<file path="src/utrd_pkg.sv">
// ----------------------------------------------------------------------------
// utrd_pkg
// Shared widths, constants and helper functions for the radix digit converter.
// ----------------------------------------------------------------------------
package utrd_pkg;

    localparam int VALUE_W       = 64;  // width of the value field on the port
    localparam int RADIX_W       = 6;
    localparam int CHAR_W        = 7;
    localparam int BITS_PER_STEP = 4;   // quotient bits resolved per divide cycle
    localparam int QUEUE_DEPTH   = 2;

    localparam logic [RADIX_W-1:0] RADIX_MIN     = 6'd2;
    localparam logic [RADIX_W-1:0] RADIX_MAX     = 6'd36;
    localparam logic [RADIX_W-1:0] DECIMAL_LIMIT = 6'd10;
    localparam logic [CHAR_W-1:0]  DIGIT_BASE    = 7'd48;
    localparam logic [CHAR_W-1:0]  LETTER_BASE   = 7'd55;

    // Force the base into the supported range.
    function automatic logic [RADIX_W-1:0] clamp_radix(input logic [RADIX_W-1:0] r);
        logic [RADIX_W-1:0] res;
        res = r;
        if (r < RADIX_MIN) begin
            res = RADIX_MIN;
        end else if (r > RADIX_MAX) begin
            res = RADIX_MAX;
        end
        return res;
    endfunction

    // Map a digit value to its ASCII code: '0'..'9', then 'A' onward.
    function automatic logic [CHAR_W-1:0] digit_to_char(input logic [RADIX_W-1:0] d);
        logic [CHAR_W-1:0] res;
        if (d < DECIMAL_LIMIT) begin
            res = DIGIT_BASE + {1'b0, d};
        end else begin
            res = LETTER_BASE + {1'b0, d};
        end
        return res;
    endfunction

endpackage

</file>
<file path="src/utrd_if.sv">
// ----------------------------------------------------------------------------
// utrd_in_if / utrd_out_if
// Valid/ready channels for the value input and the digit output.
// ----------------------------------------------------------------------------
interface utrd_in_if;
    logic                          valid;
    logic                          ready;
    logic [utrd_pkg::VALUE_W-1:0]  value;
    logic [utrd_pkg::RADIX_W-1:0]  radix;

    modport source (output valid, output value, output radix, input ready);
    modport sink   (input valid, input value, input radix, output ready);
endinterface

interface utrd_out_if;
    logic                         valid;
    logic                         ready;
    logic [utrd_pkg::CHAR_W-1:0]  digit_char;
    logic                         last;

    modport source (output valid, output digit_char, output last, input ready);
    modport sink   (input valid, input digit_char, input last, output ready);
endinterface

</file>
<file path="src/unsigned_to_radix_digits_top.sv">
// ----------------------------------------------------------------------------
// unsigned_to_radix_digits_top
// Converts an unsigned value to ASCII digits in radix 2..36, MSB digit first.
// ----------------------------------------------------------------------------
//
//   channel | dir | handshake     | payload
//   --------+-----+---------------+-----------------------------------------
//   i_in    | in  | valid / ready | value[63:0], radix[5:0]
//   o_out   | out | valid / ready | digit_char[6:0], last (on final digit)
//
// Flow: the divider resolves four quotient bits per cycle and divides the value
// by the radix again and again, storing each remainder as a digit, until the
// quotient is zero; each digit is then read back from the digit store and
// loaded into the output register, most significant digit first.
// Reset: synchronous, active low; clears the queue, the sequencer and the
// output valid. No clearing pass is needed.
// Stalls: the two-entry queue takes input until full as the back end divides
// or waits on a stalled output; a held output freezes only the emit step.
// ----------------------------------------------------------------------------
module unsigned_to_radix_digits_top #(
    parameter int VALUE_BITS = 64
) (
    input  logic              i_clk,
    input  logic              i_rst_n,
    utrd_in_if.sink           i_in,
    utrd_out_if.source        o_out
);

    // Front to back: one queued job, already clamped and masked.
    logic                          job_valid;
    logic                          job_ready;
    logic [VALUE_BITS-1:0]         job_value;
    logic [utrd_pkg::RADIX_W-1:0]  job_radix;

    // Front: clamp the radix, mask the value and queue each transaction.
    utrd_front #(
        .VALUE_BITS (VALUE_BITS)
    ) u_front (
        .i_clk       (i_clk),
        .i_rst_n     (i_rst_n),
        .i_valid     (i_in.valid),
        .o_ready     (i_in.ready),
        .i_value     (i_in.value),
        .i_radix     (i_in.radix),
        .o_job_valid (job_valid),
        .i_job_ready (job_ready),
        .o_job_value (job_value),
        .o_job_radix (job_radix)
    );

    // Back: divide repeatedly, store digits, emit them in reverse.
    utrd_back #(
        .VALUE_BITS (VALUE_BITS)
    ) u_back (
        .i_clk       (i_clk),
        .i_rst_n     (i_rst_n),
        .i_job_valid (job_valid),
        .o_job_ready (job_ready),
        .i_job_value (job_value),
        .i_job_radix (job_radix),
        .o_out_valid (o_out.valid),
        .i_out_ready (o_out.ready),
        .o_out_char  (o_out.digit_char),
        .o_out_last  (o_out.last)
    );

endmodule

</file>
<file path="src/utrd_front.sv">
// ----------------------------------------------------------------------------
// utrd_front
// Clamp the radix, mask the value and hold jobs in a two-entry queue.
// ----------------------------------------------------------------------------
module utrd_front #(
    parameter int VALUE_BITS = 64
) (
    input  logic                          i_clk,
    input  logic                          i_rst_n,
    input  logic                          i_valid,
    output logic                          o_ready,
    input  logic [utrd_pkg::VALUE_W-1:0]  i_value,
    input  logic [utrd_pkg::RADIX_W-1:0]  i_radix,
    output logic                          o_job_valid,
    input  logic                          i_job_ready,
    output logic [VALUE_BITS-1:0]         o_job_value,
    output logic [utrd_pkg::RADIX_W-1:0]  o_job_radix
);

    localparam int PTR_W = $clog2(utrd_pkg::QUEUE_DEPTH);
    localparam int CNT_W = $clog2(utrd_pkg::QUEUE_DEPTH + 1);

    logic [VALUE_BITS-1:0]         r_val [utrd_pkg::QUEUE_DEPTH];
    logic [utrd_pkg::RADIX_W-1:0]  r_rad [utrd_pkg::QUEUE_DEPTH];
    logic [PTR_W-1:0]              r_wr_ptr, n_wr_ptr;
    logic [PTR_W-1:0]              r_rd_ptr, n_rd_ptr;
    logic [CNT_W-1:0]              r_count,  n_count;
    logic                          push, pop;

    assign o_ready     = (r_count != CNT_W'(utrd_pkg::QUEUE_DEPTH));
    assign o_job_valid = (r_count != '0);
    assign o_job_value = r_val[r_rd_ptr];
    assign o_job_radix = r_rad[r_rd_ptr];

    assign push = i_valid && o_ready;
    assign pop  = o_job_valid && i_job_ready;

    always_comb begin
        n_wr_ptr = r_wr_ptr;
        n_rd_ptr = r_rd_ptr;
        n_count  = r_count;
        if (push) begin
            n_wr_ptr = PTR_W'((32'(r_wr_ptr) + 1) % utrd_pkg::QUEUE_DEPTH);
        end
        if (pop) begin
            n_rd_ptr = PTR_W'((32'(r_rd_ptr) + 1) % utrd_pkg::QUEUE_DEPTH);
        end
        if (push && !pop) begin
            n_count = r_count + 1'b1;
        end else if (pop && !push) begin
            n_count = r_count - 1'b1;
        end
    end

    always_ff @(posedge i_clk) begin
        if (!i_rst_n) begin
            r_wr_ptr <= '0;
            r_rd_ptr <= '0;
            r_count  <= '0;
        end else begin
            r_wr_ptr <= n_wr_ptr;
            r_rd_ptr <= n_rd_ptr;
            r_count  <= n_count;
        end
    end

    // Payload: bits above the value width are dropped here.
    always_ff @(posedge i_clk) begin
        if (push) begin
            r_val[r_wr_ptr] <= i_value[VALUE_BITS-1:0];
            r_rad[r_wr_ptr] <= utrd_pkg::clamp_radix(i_radix);
        end
    end

endmodule

</file>
<file path="src/utrd_back.sv">
// ----------------------------------------------------------------------------
// utrd_back
// Repeated division by the radix, digit store, and reverse-order emission.
// ----------------------------------------------------------------------------
module utrd_back #(
    parameter int VALUE_BITS = 64
) (
    input  logic                          i_clk,
    input  logic                          i_rst_n,
    input  logic                          i_job_valid,
    output logic                          o_job_ready,
    input  logic [VALUE_BITS-1:0]         i_job_value,
    input  logic [utrd_pkg::RADIX_W-1:0]  i_job_radix,
    output logic                          o_out_valid,
    input  logic                          i_out_ready,
    output logic [utrd_pkg::CHAR_W-1:0]   o_out_char,
    output logic                          o_out_last
);

    localparam int BPS    = utrd_pkg::BITS_PER_STEP;
    localparam int STEPS  = (VALUE_BITS + BPS - 1) / BPS;
    localparam int WORK_W = STEPS * BPS;
    localparam int STEP_W = $clog2(STEPS);
    localparam int IDX_W  = $clog2(VALUE_BITS);
    localparam int RW     = utrd_pkg::RADIX_W;

    typedef enum logic [3:0] {
        S_IDLE = 4'b0001,
        S_DIV  = 4'b0010,
        S_READ = 4'b0100,
        S_LOAD = 4'b1000
    } t_state;

    t_state                     r_state, n_state;
    logic [WORK_W-1:0]          r_q,     n_q;
    logic [RW-1:0]              r_rem,   n_rem;
    logic [RW-1:0]              r_rad,   n_rad;
    logic [STEP_W-1:0]          r_step,  n_step;
    logic [IDX_W-1:0]           r_cnt,   n_cnt;
    logic [IDX_W-1:0]           r_idx,   n_idx;
    logic                       r_out_valid, n_out_valid;
    logic [utrd_pkg::CHAR_W-1:0] r_out_char, n_out_char;
    logic                       r_out_last,  n_out_last;
    logic [RW-1:0]              r_rd_data;
    logic [RW-1:0]              r_digits [VALUE_BITS];

    logic [WORK_W-1:0]          div_q;
    logic [RW-1:0]              div_rem;
    logic [RW:0]                div_trial;
    logic                       digit_done;
    logic                       out_free;

    assign o_job_ready = (r_state == S_IDLE);
    assign o_out_valid = r_out_valid;
    assign o_out_char  = r_out_char;
    assign o_out_last  = r_out_last;
    assign out_free    = !r_out_valid || i_out_ready;
    assign digit_done  = (r_state == S_DIV) && (r_step == STEP_W'(STEPS - 1));

    // Resolve BPS quotient bits, shifting them in at the bottom of r_q.
    always_comb begin
        div_rem   = r_rem;
        div_q     = r_q;
        div_trial = '0;
        for (int i = 0; i < BPS; i++) begin
            div_trial = {div_rem, div_q[WORK_W-1]};
            div_q     = {div_q[WORK_W-2:0], 1'b0};
            if (div_trial >= {1'b0, r_rad}) begin
                div_rem  = RW'(div_trial - {1'b0, r_rad});
                div_q[0] = 1'b1;
            end else begin
                div_rem = div_trial[RW-1:0];
            end
        end
    end

    always_comb begin
        n_state     = r_state;
        n_q         = r_q;
        n_rem       = r_rem;
        n_rad       = r_rad;
        n_step      = r_step;
        n_cnt       = r_cnt;
        n_idx       = r_idx;
        n_out_valid = r_out_valid && !i_out_ready;
        n_out_char  = r_out_char;
        n_out_last  = r_out_last;
        unique case (r_state)
            S_IDLE: begin
                if (i_job_valid) begin
                    n_q     = WORK_W'(i_job_value);
                    n_rad   = i_job_radix;
                    n_rem   = '0;
                    n_step  = '0;
                    n_cnt   = '0;
                    n_state = S_DIV;
                end
            end
            S_DIV: begin
                n_q    = div_q;
                n_rem  = div_rem;
                n_step = r_step + 1'b1;
                if (digit_done) begin
                    n_rem  = '0;
                    n_step = '0;
                    if (div_q == '0) begin
                        n_idx   = r_cnt;
                        n_state = S_READ;
                    end else begin
                        n_cnt = r_cnt + 1'b1;
                    end
                end
            end
            S_READ: begin
                n_state = S_LOAD;
            end
            S_LOAD: begin
                if (out_free) begin
                    n_out_valid = 1'b1;
                    n_out_char  = utrd_pkg::digit_to_char(r_rd_data);
                    n_out_last  = (r_idx == '0);
                    if (r_idx == '0) begin
                        n_state = S_IDLE;
                    end else begin
                        n_idx   = r_idx - 1'b1;
                        n_state = S_READ;
                    end
                end
            end
            default: begin
                n_state = S_IDLE;
            end
        endcase
    end

    always_ff @(posedge i_clk) begin
        if (!i_rst_n) begin
            r_state     <= S_IDLE;
            r_out_valid <= 1'b0;
        end else begin
            r_state     <= n_state;
            r_out_valid <= n_out_valid;
        end
    end

    always_ff @(posedge i_clk) begin
        r_q        <= n_q;
        r_rem      <= n_rem;
        r_rad      <= n_rad;
        r_step     <= n_step;
        r_cnt      <= n_cnt;
        r_idx      <= n_idx;
        r_out_char <= n_out_char;
        r_out_last <= n_out_last;
    end

    // Digit store: least significant digit at index zero.
    always_ff @(posedge i_clk) begin
        if (digit_done) begin
            r_digits[r_cnt] <= div_rem;
        end
        if (r_state == S_READ) begin
            r_rd_data <= r_digits[r_idx];
        end
    end

endmodule

</file>
<file path="src/flat_wrapper.sv">
// flat-port wrapper written by rule: the top's interface ports become plain ports
module unsigned_to_radix_digits_top_flat 
#(
    parameter int VALUE_BITS = 64
)
  (i_clk, i_rst_n, i_in_valid, i_in_value, i_in_radix, i_in_ready, o_out_valid, o_out_digit_char, o_out_last, o_out_ready);
  utrd_in_if i_in_i ();
  utrd_out_if o_out_i ();
  input  logic i_clk;
  input  logic i_rst_n;
  input wire logic [$bits(i_in_i.valid)-1:0] i_in_valid;
  input wire logic [$bits(i_in_i.value)-1:0] i_in_value;
  input wire logic [$bits(i_in_i.radix)-1:0] i_in_radix;
  output wire logic [$bits(i_in_i.ready)-1:0] i_in_ready;
  output wire logic [$bits(o_out_i.valid)-1:0] o_out_valid;
  output wire logic [$bits(o_out_i.digit_char)-1:0] o_out_digit_char;
  output wire logic [$bits(o_out_i.last)-1:0] o_out_last;
  input wire logic [$bits(o_out_i.ready)-1:0] o_out_ready;
  assign i_in_i.valid = i_in_valid;
  assign i_in_i.value = i_in_value;
  assign i_in_i.radix = i_in_radix;
  assign i_in_ready = i_in_i.ready;
  assign o_out_valid = o_out_i.valid;
  assign o_out_digit_char = o_out_i.digit_char;
  assign o_out_last = o_out_i.last;
  assign o_out_i.ready = o_out_ready;
  unsigned_to_radix_digits_top #(.VALUE_BITS(VALUE_BITS)) u_core (.i_clk(i_clk), .i_rst_n(i_rst_n), .i_in(i_in_i), .o_out(o_out_i));
endmodule
</file>
<file path="config.mk">
export PLATFORM = sky130hd
export DESIGN_NAME = unsigned_to_radix_digits_top_flat
export DESIGN_NICKNAME = d
export VERILOG_FILES = /design/src/utrd_pkg.sv /design/src/utrd_if.sv /design/src/unsigned_to_radix_digits_top.sv /design/src/utrd_front.sv /design/src/utrd_back.sv /design/src/flat_wrapper.sv
export SDC_FILE = /design/constraint.sdc
export NUM_CORES = 1
export LEC_CHECK = 0
export BUFFER_PORTS_ARGS = -buffer_cell sky130_fd_sc_hd__buf_2
export CORE_MARGIN = 2
export CORE_UTILIZATION = 40
export CTS_BUF_LIST = sky130_fd_sc_hd__clkbuf_2 sky130_fd_sc_hd__clkbuf_4 sky130_fd_sc_hd__clkbuf_8
export DETAILED_ROUTE_END_ITERATION = 6
export GPL_ROUTABILITY_DRIVEN = 0
export PLACE_DENSITY_LB_ADDON = 0.2
export SYNTH_ARGS = -nofsm -noshare
export SYNTH_HDL_FRONTEND = slang
export SYNTH_SLANG_ARGS = --single-unit
</file>
<file path="constraint.sdc">
create_clock -name i_clk -period 12.96 [get_ports i_clk]
set_input_delay 0.648 -clock i_clk [delete_from_list [all_inputs] [get_ports i_clk]]
set_output_delay 0.648 -clock i_clk [all_outputs]
set_load 0.1 [all_outputs]
</file>
==> results.txt <==
- Max Freq: 112.3 MHz
- Summing all placed instances gives a cell area of 27710 um^2.
* Wire length of the first global-routing pass: 84.73 mm
- The clock drives 640 sinks.
* Slew margin rel.: 22.37%
* Via count of the first global-routing pass: 13950
- Skew final: 0.05617 ns
* Syn. warnings: 0
- The flow ran to the end, and the final reports show no timing, DRC or antenna violations.
- Detailed routing inserted a total of 13470 vias.
- Cells with a size suffix above 1 make up 25.18% of the layout.
- The final hold violation count was 0.
- Once placement completed, the tool counted placed cells totaling 2355.
- Area fraction in and, or, nand and nor cells after synthesis: 5.399%
- Number of cells in the finished layout apart from fillers: 2543
- Die span in x: 260.5 um
- Setup violations remaining at the end of the flow were counted as 0.
- The startpoint identified for the worst register-to-register timing path is u_core.u_back.r_rad[4].
- The clock tree synthesis step divided the H-tree into 3 levels.
* Highest fanout seen on the critical path: 65
- Most numerous cell on the critical path: ha_1
* Hold path startpoint: i_in_value[34]
- CTS Buffer Depth: 3
- Violation count after the first detailed-route iteration: 1232
* Detail-routed net length per standard cell: 21.84 um
- Post-Syn Nets: 1576
* Clk Latency, worst-skew pair: 0.73 ns
- Worst Setup Path Type: reg2reg
* Mean instance size in the synthesized netlist: 17.96 um^2
- Across the run, the number of max-cap violations was 0.
- Counting every instance in the synthesized netlist gives 1466.
- Kind of capture point of the worst setup path: flip-flop
- Sequential elements use 72.62% of the synthesized area.
- Initial core utilization: 40.18%
* Reg-to-reg setup timing slack: 4.06 ns
- Root buf cell: clkbuf_8
- Least-Margin Pin Slew: 1.161 ns
- The top cell type by area accounts for 71.86% of the synthesized area.
- After floorplanning, the core was divided into 94 placement rows.
- Resized Gates After CTS: 0
- IO buf count: 83
- Tot GR Track Use: 16.69%
- HPWL after detailed placement: 34.42 mm
- Clock tree from TritonCTS: done
* Fraction of synthesized area in multiplexers: 14.20%
- Worst Hold Path Cells: 1
- The synthesized netlist devotes 1.863% of its cell area to adder and majority cells.
* Initial antenna violation count: 4
- Crit path max-delay cell type: buf_4
* Largest net degree at the start of global routing: 75
- Required time at the endpoint of the critical path: 13.51 ns
* Post-layout net count: 1708
* Routed vias/inst: 5.297
- The smallest clock period supported by the final layout is computed as 8.904 ns.
* Dominant combinational cell family by area after synthesis: multiplexers
* TritonCTS Buffers: 105
- At the worst endpoint, the arrival time is 9.46 ns.
* Setup TNS: 0 ns
- Fill cells in the final layout number 5663.
- Most common cell after layout, fill and taps aside: edfxtp_1
* Summed instance area of the synthesized netlist: 26330 um^2
- Post-route fraction of the period consumed by the critical path: 68.70%
- Die Outline Area: 67880 um^2
* Core area: 65510 um^2
- Relative to the synthesized area, the layout overhead comes to 12.84%.
- Die span in y: 260.5 um
- The detail route stage leaves a number of antenna-violating nets equal to 0.
- Distinct cell type count of the synthesized netlist: 66
* Number of slew-limit violations in the final report: 0
* Top FF cell, synth: edfxtp_1
* Grt ovf: 0
* RSZ-0062 raised after global routing: no
* Hold_buf cts: 0
- Worst Hold Endpoint: u_core.u_front.r_val[1][34]
- The tightest min-delay check is of the in2reg type.
- STA classifies the critical path startpoint as a flip-flop.
* EDFF count, synth: 630
- The endpoint identified for the worst register-to-register timing path is u_core.u_back.r_rem[0].
- In this run the post-CTS setup repair buffer count came out at 0.
- Max stage delay on crit path: 0.55 ns
* Largest area contributor in the netlist: edfxtp_1
* Worst reg-to-reg path cell count: 31
* Highest-count cells in the layout ignoring fill and taps: edfxtp_1 (630), mux4_2 (126), clkbuf_8 (106), nor2_1 (95), nand2_1 (85)
- 84 I/O pins were placed.
* Post-synthesis async set-or-reset flop share: 0%
- After detailed routing, the number of remaining DRC violations is 0.
* Total wire length after detailed routing: 55.54 mm
- Summing all non-filler instances in the final layout gives an area of 29700 um^2.
- Hold slack final: 0.1306 ns
- Total iterations of the first detailed-routing run: 5
- Register bit total from synthesis: 640
- Xor and xnor fraction of the mapped netlist area: 0.7985%
* Clock transition at the register clock pins on the worst setup and hold paths after CTS: 0.06 ns
* Compound-gate portion of the synthesized area: 3.650%
* Dominant cells by area after synthesis: edfxtp_1 (72%), mux4_2 (11%), mux2i_1 (2.7%)
## critical path, delay by kind of cell (launching register included)
kind | cells | cell delay (ns)
buffers and inverters | 4 | 1.10
multiplexers | 4 | 1.36
flip-flops | 1 | 0.36
AO/OA/AOI/OAI | 13 | 3.55
adder cells (fa/ha/maj) | 4 | 1.19
AND/OR/NAND/NOR | 6 | 1.22
## cell type report
type / instances / area (um^2) / area share, %
Antenna cell: 3 / 7.507 / 0.02527
Inverter: 29 / 108.9 / 0.3665
Clock buffer: 148 / 1774 / 5.973
Tap cell: 864 / 1081 / 3.639
Sequential cell: 640 / 19120 / 64.37
Clock inverter: 37 / 216.5 / 0.7287
Multi-Input combinational cell: 724 / 6867 / 23.12
Timing Repair Buffer: 98 / 528.0 / 1.778
## metrics by stage
stage               worst slack (ns)  utilization (%)
finish                         4.056            45.34
global route                   3.348            45.34
CTS                            4.049            45.33
detailed placement             4.107            42.29
global placement               4.247            42.29
floorplan                      3.562                -
## cell usage after synthesis (all sizes together) (6+ instances only)
cell and count:
a21oi 22, nand4 6, mux2 16, and3 10, or3 8, nand2b 6
dfxtp 10, a21o 8, nor2 96, buf 20, edfxtp 630, nor3 6
nor2b 16, xnor2 12, ha 32, nand2 86, mux2i 70, and2 6
clkbuf 53, inv 29, nand3 14, nor4 18, mux4 126, xor2 12
o21a 11, o21ai 80
## state kept, by name, indices dropped and copies added (netlist names), 2 cells and up, named ones only
| name | flops |
|---|---|
| u_core.u_back.r_rem | 6 |
| u_core.u_back.r_digits | 384 |
| u_core.u_back.r_q | 64 |
| u_core.u_back.r_idx | 6 |
| u_core.u_front.r_val | 128 |
| u_core.u_back.r_cnt | 6 |
| u_core.u_back.r_rad | 6 |
| u_core.u_back.r_state | 4 |
| u_core.u_back.r_step | 4 |
| u_core.u_front.r_rad | 12 |
| u_core.u_back.o_out_char | 7 |
| u_core.u_back.r_rd_data | 6 |
| u_core.u_front.r_count | 2 |
## per-layer routing
metal	wire, um	vias up	GRT usage (%)
met4	1125	2	5.127
li1	-	6125	-
met3	2892	94	3.399
met1	24560	6870	22.75
met5	16	-	0
met2	26940	379	27.10
## worst max path at each step
stage | from | to | slack, ns
CTS | u_core.u_back.r_rad[4] | u_core.u_back.r_rem[0] | 4.05
finish | u_core.u_back.r_rad[4] | u_core.u_back.r_rem[0] | 4.06
floorplan | u_core.u_back.r_rad[1] | u_core.u_back.r_digits[0][0] | 3.56
global route | u_core.u_back.r_rad[4] | u_core.u_back.r_rem[0] | 3.35
detailed placement | u_core.u_back.r_rad[4] | u_core.u_back.r_rem[0] | 4.11
global placement | u_core.u_back.r_rad[4] | u_core.u_back.r_rem[0] | 4.25
## logic make-up (layout without fill, tap and decap cells)
family,count (synthesis),count (layout)
AND/OR/NAND/NOR,296,296
multiplexers,212,212
XOR/XNOR,24,24
adder cells (fa/ha/maj),37,37
flip-flops,640,640
AO/OA/AOI/OAI,155,155
buffers and inverters,102,312
other,0,3
Power is left out: the tool's default activity adds up to more than one toggle a clock period on the data nets, which glitch-free logic cannot reach.
